<file path="src/hdl/htca_pkg.sv">
// shared constants for the humidity and temperature consistency averager
package htca_pkg;

    localparam logic [2:0]  INNER_ATTEMPTS = 3'd5;
    localparam logic [2:0]  OUTER_TRIES    = 3'd5;
    localparam logic [15:0] HUMIDITY_LIMIT = 16'd1000;
    localparam logic [15:0] STEP_RESET     = 16'd100;
    localparam int          TEMP_MAG_W     = 15;
    localparam int          HUM_W          = 10;
    localparam int          IN_DATA_W      = 32;
    localparam int          OUT_DATA_W     = 32;

endpackage

</file>
<file path="src/hdl/htca_div.sv">
// restoring divider, one quotient bit per cycle, unsigned dividend by small divisor
module htca_div #(
    parameter int DW = 17,
    parameter int KW = 2
) (
    input  logic          clk,
    input  logic          rst_n,
    input  logic          start,
    input  logic [DW-1:0] dividend,
    input  logic [KW-1:0] divisor,
    output logic          done,
    output logic [DW-1:0] quotient
);

    localparam int CW = $clog2(DW + 1);

    logic          busy_reg;
    logic          done_reg;
    logic [CW-1:0] cnt_reg;
    logic [KW-1:0] rem_reg;
    logic [DW-1:0] quo_reg;

    logic [KW:0]   rem_sh;
    logic [KW:0]   rem_sub;
    logic          fits;

    always_comb
    begin
        rem_sh  = {rem_reg, quo_reg[DW-1]};
        fits    = rem_sh >= {1'b0, divisor};
        rem_sub = rem_sh - {1'b0, divisor};
    end

    always_ff @(posedge clk or negedge rst_n)
    begin
        if (!rst_n)
        begin
            busy_reg <= 1'b0;
            done_reg <= 1'b0;
            cnt_reg  <= '0;
        end
        else if (start)
        begin
            busy_reg <= 1'b1;
            done_reg <= 1'b0;
            cnt_reg  <= CW'(DW);
        end
        else if (busy_reg)
        begin
            cnt_reg <= cnt_reg - 1'b1;
            if (cnt_reg == CW'(1))
            begin
                busy_reg <= 1'b0;
                done_reg <= 1'b1;
            end
            else
            begin
                done_reg <= 1'b0;
            end
        end
        else
        begin
            done_reg <= 1'b0;
        end
    end

    always_ff @(posedge clk)
    begin
        if (start)
        begin
            rem_reg <= '0;
            quo_reg <= dividend;
        end
        else if (busy_reg)
        begin
            quo_reg <= {quo_reg[DW-2:0], fits};
            rem_reg <= fits ? rem_sub[KW-1:0] : rem_sh[KW-1:0];
        end
    end

    assign done     = done_reg;
    assign quotient = quo_reg;

endmodule

</file>
<file path="src/hdl/humidity_temp_consistency_averager.sv">
// top level: retry bookkeeping, consistency filter, sums and averaging sequencer
//
//  channel  dir  handshake               payload
//  s_*      in   s_tvalid / s_tready     tuser: read_ok; tdata: raw_temperature, raw_humidity
//  m_*      out  m_tvalid / m_tready     tuser: result_valid; tdata: averages, readings_used
//  cfg_*    in   cfg_we                  cfg_wdata: max_step_difference
//
// an item that does not end a session leaves the block idle and ready for the next; an
// item that ends a session with two or more kept pairs passes through a setup state,
// two one-bit-per-cycle divider runs (temperature, then humidity) and the emit state;
// a short session goes straight to the emit state. reset restarts the session and
// sets the step to 100.
// a finished result waits in the output register; only the next session end stalls on it
module humidity_temp_consistency_averager #(
    parameter int READINGS_WANTED = 3
) (
    input  logic        clk,
    input  logic        rst_n,
    input  logic        s_tvalid,
    output logic        s_tready,
    input  logic [31:0] s_tdata,   // [15:0] raw_temperature, [31:16] raw_humidity
    input  logic        s_tuser,   // [0] read_ok
    output logic        m_tvalid,
    input  logic        m_tready,
    output logic [31:0] m_tdata,   // [15:0] average_temperature, [25:16] average_humidity,
                                   // [27:26] readings_used, [31:28] zero
    output logic        m_tuser,   // [0] result_valid
    input  logic        cfg_we,
    input  logic [15:0] cfg_wdata
);

    localparam int KCW = $clog2(READINGS_WANTED + 1);
    localparam int TMW = htca_pkg::TEMP_MAG_W + $clog2(READINGS_WANTED);
    localparam int TSW = TMW + 1;
    localparam int HSW = htca_pkg::HUM_W + $clog2(READINGS_WANTED);
    localparam int DW  = TMW;

    typedef enum logic [2:0] {
        S_IDLE,
        S_SETUP,
        S_DIV_T,
        S_DIV_H,
        S_EMIT
    } state_t;

    state_t           state_reg, state_next;
    logic [15:0]      step_reg, step_next;
    logic [2:0]       inner_reg, inner_next;
    logic [2:0]       outer_reg, outer_next;
    logic [KCW-1:0]   kept_reg, kept_next;
    logic [TSW-1:0]   tsum_reg, tsum_next;
    logic [HSW-1:0]   hsum_reg, hsum_next;
    logic [15:0]      last_t_reg, last_t_next;
    logic [9:0]       last_h_reg, last_h_next;
    logic [15:0]      avg_t_reg, avg_t_next;
    logic [9:0]       avg_h_reg, avg_h_next;
    logic             m_valid_reg, m_valid_next;
    logic [31:0]      m_data_reg, m_data_next;
    logic             m_user_reg, m_user_next;

    logic             accept;
    logic             read_ok;
    logic [15:0]      raw_t;
    logic [15:0]      raw_h;
    logic [16:0]      temp_in;
    logic [16:0]      dt;
    logic [16:0]      adt;
    logic [10:0]      dh;
    logic [10:0]      adh;
    logic             hum_ok;
    logic             keep;
    logic             try_used;
    logic [2:0]       outer_dec;
    logic [KCW-1:0]   kept_inc;
    logic             finish;
    logic [TMW-1:0]   tsum_mag;
    logic [15:0]      qt_signed;

    logic             div_start;
    logic [DW-1:0]    div_dividend;
    logic             div_done;
    logic [DW-1:0]    div_quotient;

    htca_div #(
        .DW (DW),
        .KW (KCW)
    ) u_div (
        .clk      (clk),
        .rst_n    (rst_n),
        .start    (div_start),
        .dividend (div_dividend),
        .divisor  (kept_reg),
        .done     (div_done),
        .quotient (div_quotient)
    );

    assign s_tready = (state_reg == S_IDLE);
    assign accept   = s_tvalid && s_tready;
    assign read_ok  = s_tuser;
    assign raw_t    = s_tdata[15:0];
    assign raw_h    = s_tdata[31:16];

    // filter and counters for one read attempt
    always_comb
    begin
        temp_in = raw_t[15] ? (17'd0 - {2'b00, raw_t[14:0]}) : {2'b00, raw_t[14:0]};
        dt      = temp_in - {last_t_reg[15], last_t_reg};
        adt     = dt[16] ? (17'd0 - dt) : dt;
        dh      = {1'b0, raw_h[9:0]} - {1'b0, last_h_reg};
        adh     = dh[10] ? (11'd0 - dh) : dh;
        hum_ok  = raw_h <= htca_pkg::HUMIDITY_LIMIT;
        keep    = read_ok && hum_ok &&
                  ((kept_reg == '0) ||
                   ((adt < {1'b0, step_reg}) && ({5'd0, adh} < step_reg)));
        try_used  = read_ok || (inner_reg == 3'd1) || (inner_reg == 3'd0);
        outer_dec = (outer_reg != 3'd0) ? (outer_reg - 3'd1) : outer_reg;
        kept_inc  = kept_reg + KCW'(keep);
        finish    = try_used &&
                    ((kept_inc >= KCW'(READINGS_WANTED)) || (outer_dec == 3'd0));
        tsum_mag  = tsum_reg[TSW-1] ? TMW'(0 - tsum_reg) : tsum_reg[TMW-1:0];
        qt_signed = tsum_reg[TSW-1] ? (16'd0 - div_quotient[15:0]) : div_quotient[15:0];
    end

    always_comb
    begin
        state_next   = state_reg;
        step_next    = cfg_we ? cfg_wdata : step_reg;
        inner_next   = inner_reg;
        outer_next   = outer_reg;
        kept_next    = kept_reg;
        tsum_next    = tsum_reg;
        hsum_next    = hsum_reg;
        last_t_next  = last_t_reg;
        last_h_next  = last_h_reg;
        avg_t_next   = avg_t_reg;
        avg_h_next   = avg_h_reg;
        m_valid_next = m_valid_reg && !m_tready;
        m_data_next  = m_data_reg;
        m_user_next  = m_user_reg;
        div_start    = 1'b0;
        div_dividend = tsum_mag;

        case (state_reg)
            S_IDLE:
            begin
                if (accept)
                begin
                    if (read_ok || inner_reg == 3'd1 || inner_reg == 3'd0)
                    begin
                        inner_next = htca_pkg::INNER_ATTEMPTS;
                    end
                    else
                    begin
                        inner_next = inner_reg - 3'd1;
                    end
                    if (try_used)
                    begin
                        outer_next = outer_dec;
                    end
                    if (keep)
                    begin
                        kept_next   = kept_inc;
                        tsum_next   = tsum_reg + {{(TSW-17){temp_in[16]}}, temp_in};
                        hsum_next   = hsum_reg + {{(HSW-10){1'b0}}, raw_h[9:0]};
                        last_t_next = temp_in[15:0];
                        last_h_next = raw_h[9:0];
                    end
                    if (finish)
                    begin
                        if (kept_inc > KCW'(1))
                        begin
                            state_next = S_SETUP;
                        end
                        else
                        begin
                            avg_t_next = '0;
                            avg_h_next = '0;
                            state_next = S_EMIT;
                        end
                    end
                end
            end
            S_SETUP:
            begin
                div_start  = 1'b1;
                state_next = S_DIV_T;
            end
            S_DIV_T:
            begin
                if (div_done)
                begin
                    avg_t_next   = qt_signed;
                    div_start    = 1'b1;
                    div_dividend = {{(DW-HSW){1'b0}}, hsum_reg};
                    state_next   = S_DIV_H;
                end
            end
            S_DIV_H:
            begin
                if (div_done)
                begin
                    avg_h_next = div_quotient[9:0];
                    state_next = S_EMIT;
                end
            end
            S_EMIT:
            begin
                if (!m_valid_reg || m_tready)
                begin
                    m_valid_next = 1'b1;
                    m_data_next  = {4'd0, kept_reg[1:0], avg_h_reg, avg_t_reg};
                    m_user_next  = kept_reg > KCW'(1);
                    inner_next   = htca_pkg::INNER_ATTEMPTS;
                    outer_next   = htca_pkg::OUTER_TRIES;
                    kept_next    = '0;
                    tsum_next    = '0;
                    hsum_next    = '0;
                    last_t_next  = '0;
                    last_h_next  = '0;
                    state_next   = S_IDLE;
                end
            end
            default:
            begin
                state_next = S_IDLE;
            end
        endcase
    end

    always_ff @(posedge clk or negedge rst_n)
    begin
        if (!rst_n)
        begin
            state_reg   <= S_IDLE;
            step_reg    <= htca_pkg::STEP_RESET;
            inner_reg   <= htca_pkg::INNER_ATTEMPTS;
            outer_reg   <= htca_pkg::OUTER_TRIES;
            kept_reg    <= '0;
            tsum_reg    <= '0;
            hsum_reg    <= '0;
            last_t_reg  <= '0;
            last_h_reg  <= '0;
            m_valid_reg <= 1'b0;
        end
        else
        begin
            state_reg   <= state_next;
            step_reg    <= step_next;
            inner_reg   <= inner_next;
            outer_reg   <= outer_next;
            kept_reg    <= kept_next;
            tsum_reg    <= tsum_next;
            hsum_reg    <= hsum_next;
            last_t_reg  <= last_t_next;
            last_h_reg  <= last_h_next;
            m_valid_reg <= m_valid_next;
        end
    end

    always_ff @(posedge clk)
    begin
        avg_t_reg  <= avg_t_next;
        avg_h_reg  <= avg_h_next;
        m_data_reg <= m_data_next;
        m_user_reg <= m_user_next;
    end

    assign m_tvalid = m_valid_reg;
    assign m_tdata  = m_data_reg;
    assign m_tuser  = m_user_reg;

endmodule
</file>
<file path="config.mk">
export PLATFORM = sky130hd
export DESIGN_NAME = humidity_temp_consistency_averager
export DESIGN_NICKNAME = d
export VERILOG_FILES = /design/src/hdl/htca_pkg.sv /design/src/hdl/htca_div.sv /design/src/hdl/humidity_temp_consistency_averager.sv
export SDC_FILE = /design/constraint.sdc
export NUM_CORES = 1
export LEC_CHECK = 0
export ABC_CLOCK_PERIOD_IN_PS = 13000
export BUFFER_PORTS_ARGS = -buffer_cell sky130_fd_sc_hd__clkbuf_2
export CAP_MARGIN = 40
export CELL_PAD_IN_SITES_DETAIL_PLACEMENT = 0
export CELL_PAD_IN_SITES_GLOBAL_PLACEMENT = 2
export CORE_MARGIN = 2
export CORE_UTILIZATION = 40
export DETAILED_ROUTE_END_ITERATION = 10
export GPL_ROUTABILITY_DRIVEN = 0
export PLACE_DENSITY_LB_ADDON = 0.08
export SLEW_MARGIN = 20
export SYNTH_ARGS = -nofsm -noshare
export SYNTH_HDL_FRONTEND = slang
export SYNTH_SLANG_ARGS = --single-unit
</file>
<file path="constraint.sdc">
create_clock -name clk -period 13 [get_ports clk]
set_clock_uncertainty 0.1 [all_clocks]
set_input_delay 2.6 -clock clk [delete_from_list [all_inputs] [get_ports clk]]
set_output_delay 2.6 -clock clk [all_outputs]
set_load 0.01 [all_outputs]
</file>
==> impl_metrics.csv <==
group,metric,value,unit
power,ir_drop,0.0744,mV
detailed_routing,routedWlPerCell,16.1,um
worst_setup_path,path_class,"input port to flop",
floorplan,dieHeight,170,um
sta,final_max_slew_viol_count,0,
detailed_routing,via_count,8520,
logic_synthesis,async_flop_share,55.2,%
worst_setup_path,worstPathArrival,8.91,ns
clocking,cts_buffers,17,
sta,grt_setup_unrepaired,"no",
clocking,cts_buffer_depth,2,
final_layout,regArea,4490,um2
logic_synthesis,synth-edff-count,72,
placed_design,port_buffers,84,
detailed_routing,antenna_left,0,
final_layout,n_fill_cell,2635,
final_layout,largest_register_ff_count,28,
final_layout,instances_no_fill,1661,
global_route,grt_pass1_vias,8450,
sta,finalCritPeriodShare,68.7,%
floorplan,core,27100,um2
sta,holdWs,0.318,ns
final_layout,final_area,12400,um2
placed_design,dp.cells,1629,
final_layout,multi_input_area,6070,um2
placed_design,preCtsSetupSlack,3.71,ns
clocking,cts_hold_buffers,0,
floorplan,die_area,29000,um2
worst_setup_path,max_stage_delay,0.63,ns
logic_synthesis,synth_cell_types,75,
clocking,tritoncts,"yes",
final_layout,layout_common_cells,"118 x nand2_1, 101 x nor2_1, 94 x ha_1",
global_route,grt_pass1_wl,44500,um
worst_setup_path,critPathMaxFanout,11,
outcome,status,"completed",
sta,setup_viol,0,
clocking,cts_sinks,165,
sta,fmax,112,MHz
floorplan,ioPinCount,89,
global_route,grt.total_usage,19.5,%
worst_setup_path,crit_path_start_kind,"input port",
clocking,root_buffer,"clkbuf_16",
logic_synthesis,synth_seq_cells,165,
logic_synthesis,synth_ff_type,"dfrtp_1",
logic_synthesis,postSynthAreaPerCell,9.18,um2
detailed_routing,drt-total-wl,26800,um
logic_synthesis,syn_area,11100,um2
power,power_density,194,nW/um2
clocking,cts_resized,0,
clocking,clk_latency,0.43,ns
worst_setup_path,cp-end-kind,"flop",
logic_synthesis,syn_inst,1206,
global_route,grt_remaining_overflow,0,
logic_synthesis,synth_warnings,0,
sta,worst_slack,4.06,ns
sta,timing.final.hold_violations,0,
clocking,cts_setup_buffers,0,
final_layout,utilization,45.9,%
final_layout,final_common_cell,"nand2_1",
placed_design,dp_hpwl,20600,um
floorplan,start_util,40.9,%
worst_setup_path,required,12.97,ns
worst_setup_path,critPathSlowestCell,"a21oi_1",
global_route,antenna_found_initial,0,
floorplan,die_w,170,um
placed_design,place_area,11900,um2
worst_setup_path,worst-path-buf-inv,1,
detailed_routing,viasPerCell,5.13,
sta,fin_setup_tns,0,ns
power,power,2.42,mW
clocking,h-tree-depth,4,
clocking,clkTransAtPathRegs,0.07,ns
global_route,grt_max_degree,67,
detailed_routing,drcViolationCount,0,
min_path,hold_path_class,"flop to flop",
logic_synthesis,seq_area_frac_synth,40.5,%
sta,fin_crit,8.94,ns
detailed_routing,drtPass1Iterations,5,
sta,max_slew_margin,49.0,%
worst_setup_path,cpLargestDelayFamily,"compound AO/OA/AOI/OAI gates",
final_layout,nNetsFinal,1428,
final_layout,areaGrowthSynthToFinish,12.4,%
final_layout,drive_above_1_share,12.3,%
job,drv_cap,0,
sta,tightest_slew,0.765,ns
power,p_leak,5.37,nW
final_layout,antennaDiodeCount,0,
floorplan,rows,60,
detailed_routing,drt_iter0_markers,466,
==> routing by layer <==
layer | part of all wire [%] | track usage (%)
met3 | 2.5 | 2.47
met4 | 0.73 | 3.72
met5 | 0 | 0
met1 | 48 | 26.1
met2 | 49 | 34.1
==> cells in the mapped netlist, types with 18 or more instances <==
| cell | instances | area (um2) |
|---|---|---|
| o31ai_1 | 18 | 135 |
| nand3_1 | 45 | 225 |
| clkbuf_1 | 27 | 101 |
| o21ai_1 | 19 | 95.1 |
| ha_1 | 94 | 1180 |
| o21ai_0 | 93 | 465 |
| edfxtp_1 | 72 | 2160 |
| xnor2_1 | 71 | 622 |
| nand2_1 | 119 | 447 |
| nor3_1 | 19 | 95.1 |
| dfrtp_1 | 84 | 2100 |
| a21o_1 | 23 | 173 |
| inv_1 | 86 | 323 |
| a21oi_1 | 74 | 370 |
| nor2_1 | 102 | 383 |
| xor2_1 | 37 | 324 |
==> path summary, 6_finish.rpt <==
check,startpoint,endpoint,slack (ns),cells past startpoint
worst max register to register,last_h_reg[0],avg_h_reg[9],6.42,26
worst min register to register,avg_t_reg[10],m_tdata[10],0.32,0
min in group asynchronous,rst_n,step_reg[4],2.09,1
max in group asynchronous,rst_n,u_div.cnt_reg[1],9.63,2
worst min-delay path,avg_t_reg[10],m_tdata[10],0.32,0
worst max-delay path,s_tdata[7],avg_h_reg[9],4.06,25
==> worst reg2reg max path, cell delays in order, from the launching register on <==
cell       delay [ns]
dfrtp_1          0.36
ha_1             0.15
inv_1            0.06
fa_1             0.40
a21o_1           0.17
a21oi_1          0.22
o21bai_1         0.10
a21oi_1          0.22
o21bai_1         0.08
a21oi_1          0.22
nor2_1           0.08
a211oi_1         0.48
buf_2            0.26
o21ai_0          0.12
xnor2_1          0.21
ha_1             0.27
a21o_1           0.18
a2111oi_0        0.36
o21ai_0          0.15
nand2_1          0.08
nor3b_1          0.29
nand3_1          0.11
o2bb2ai_1        0.45
ha_1             0.30
xnor2_1          0.15
and4_1           0.23
a22o_1           0.42
==> kinds of logic (layout without fill, tap and decap cells) <==
kind of cell | count (synthesis) | count (layout) | synth area share (%)
AOI/OAI and AO/OA | 314 | 314 | 17.6
muxes | 8 | 8 | 0.802
buffers and inverters | 132 | 212 | 4.94
and+or+nand+nor | 380 | 380 | 16.3
other | 1 | 4 | 0.0339
adders and majority gates | 98 | 98 | 11.3
xor gates and xnor gates | 108 | 108 | 8.54
DFF | 165 | 165 | 40.5
==> report_power, final <==
part	internal, mW	switching [mW]
Clock	0.257	0.246
Combinational	0.501	0.683
Sequential	0.650	0.0816
==> cell type report <==
class | instances | area share [%]
clock buffer | 17 | 3.42
clock inverter | 15 | 1.30
inverter | 86 | 2.59
multi-input combinational | 912 | 48.8
sequential | 165 | 36.1
tap | 372 | 3.74
timing repair buffer | 94 | 4.14
Note: power is estimated with default switching activity, not from simulation.
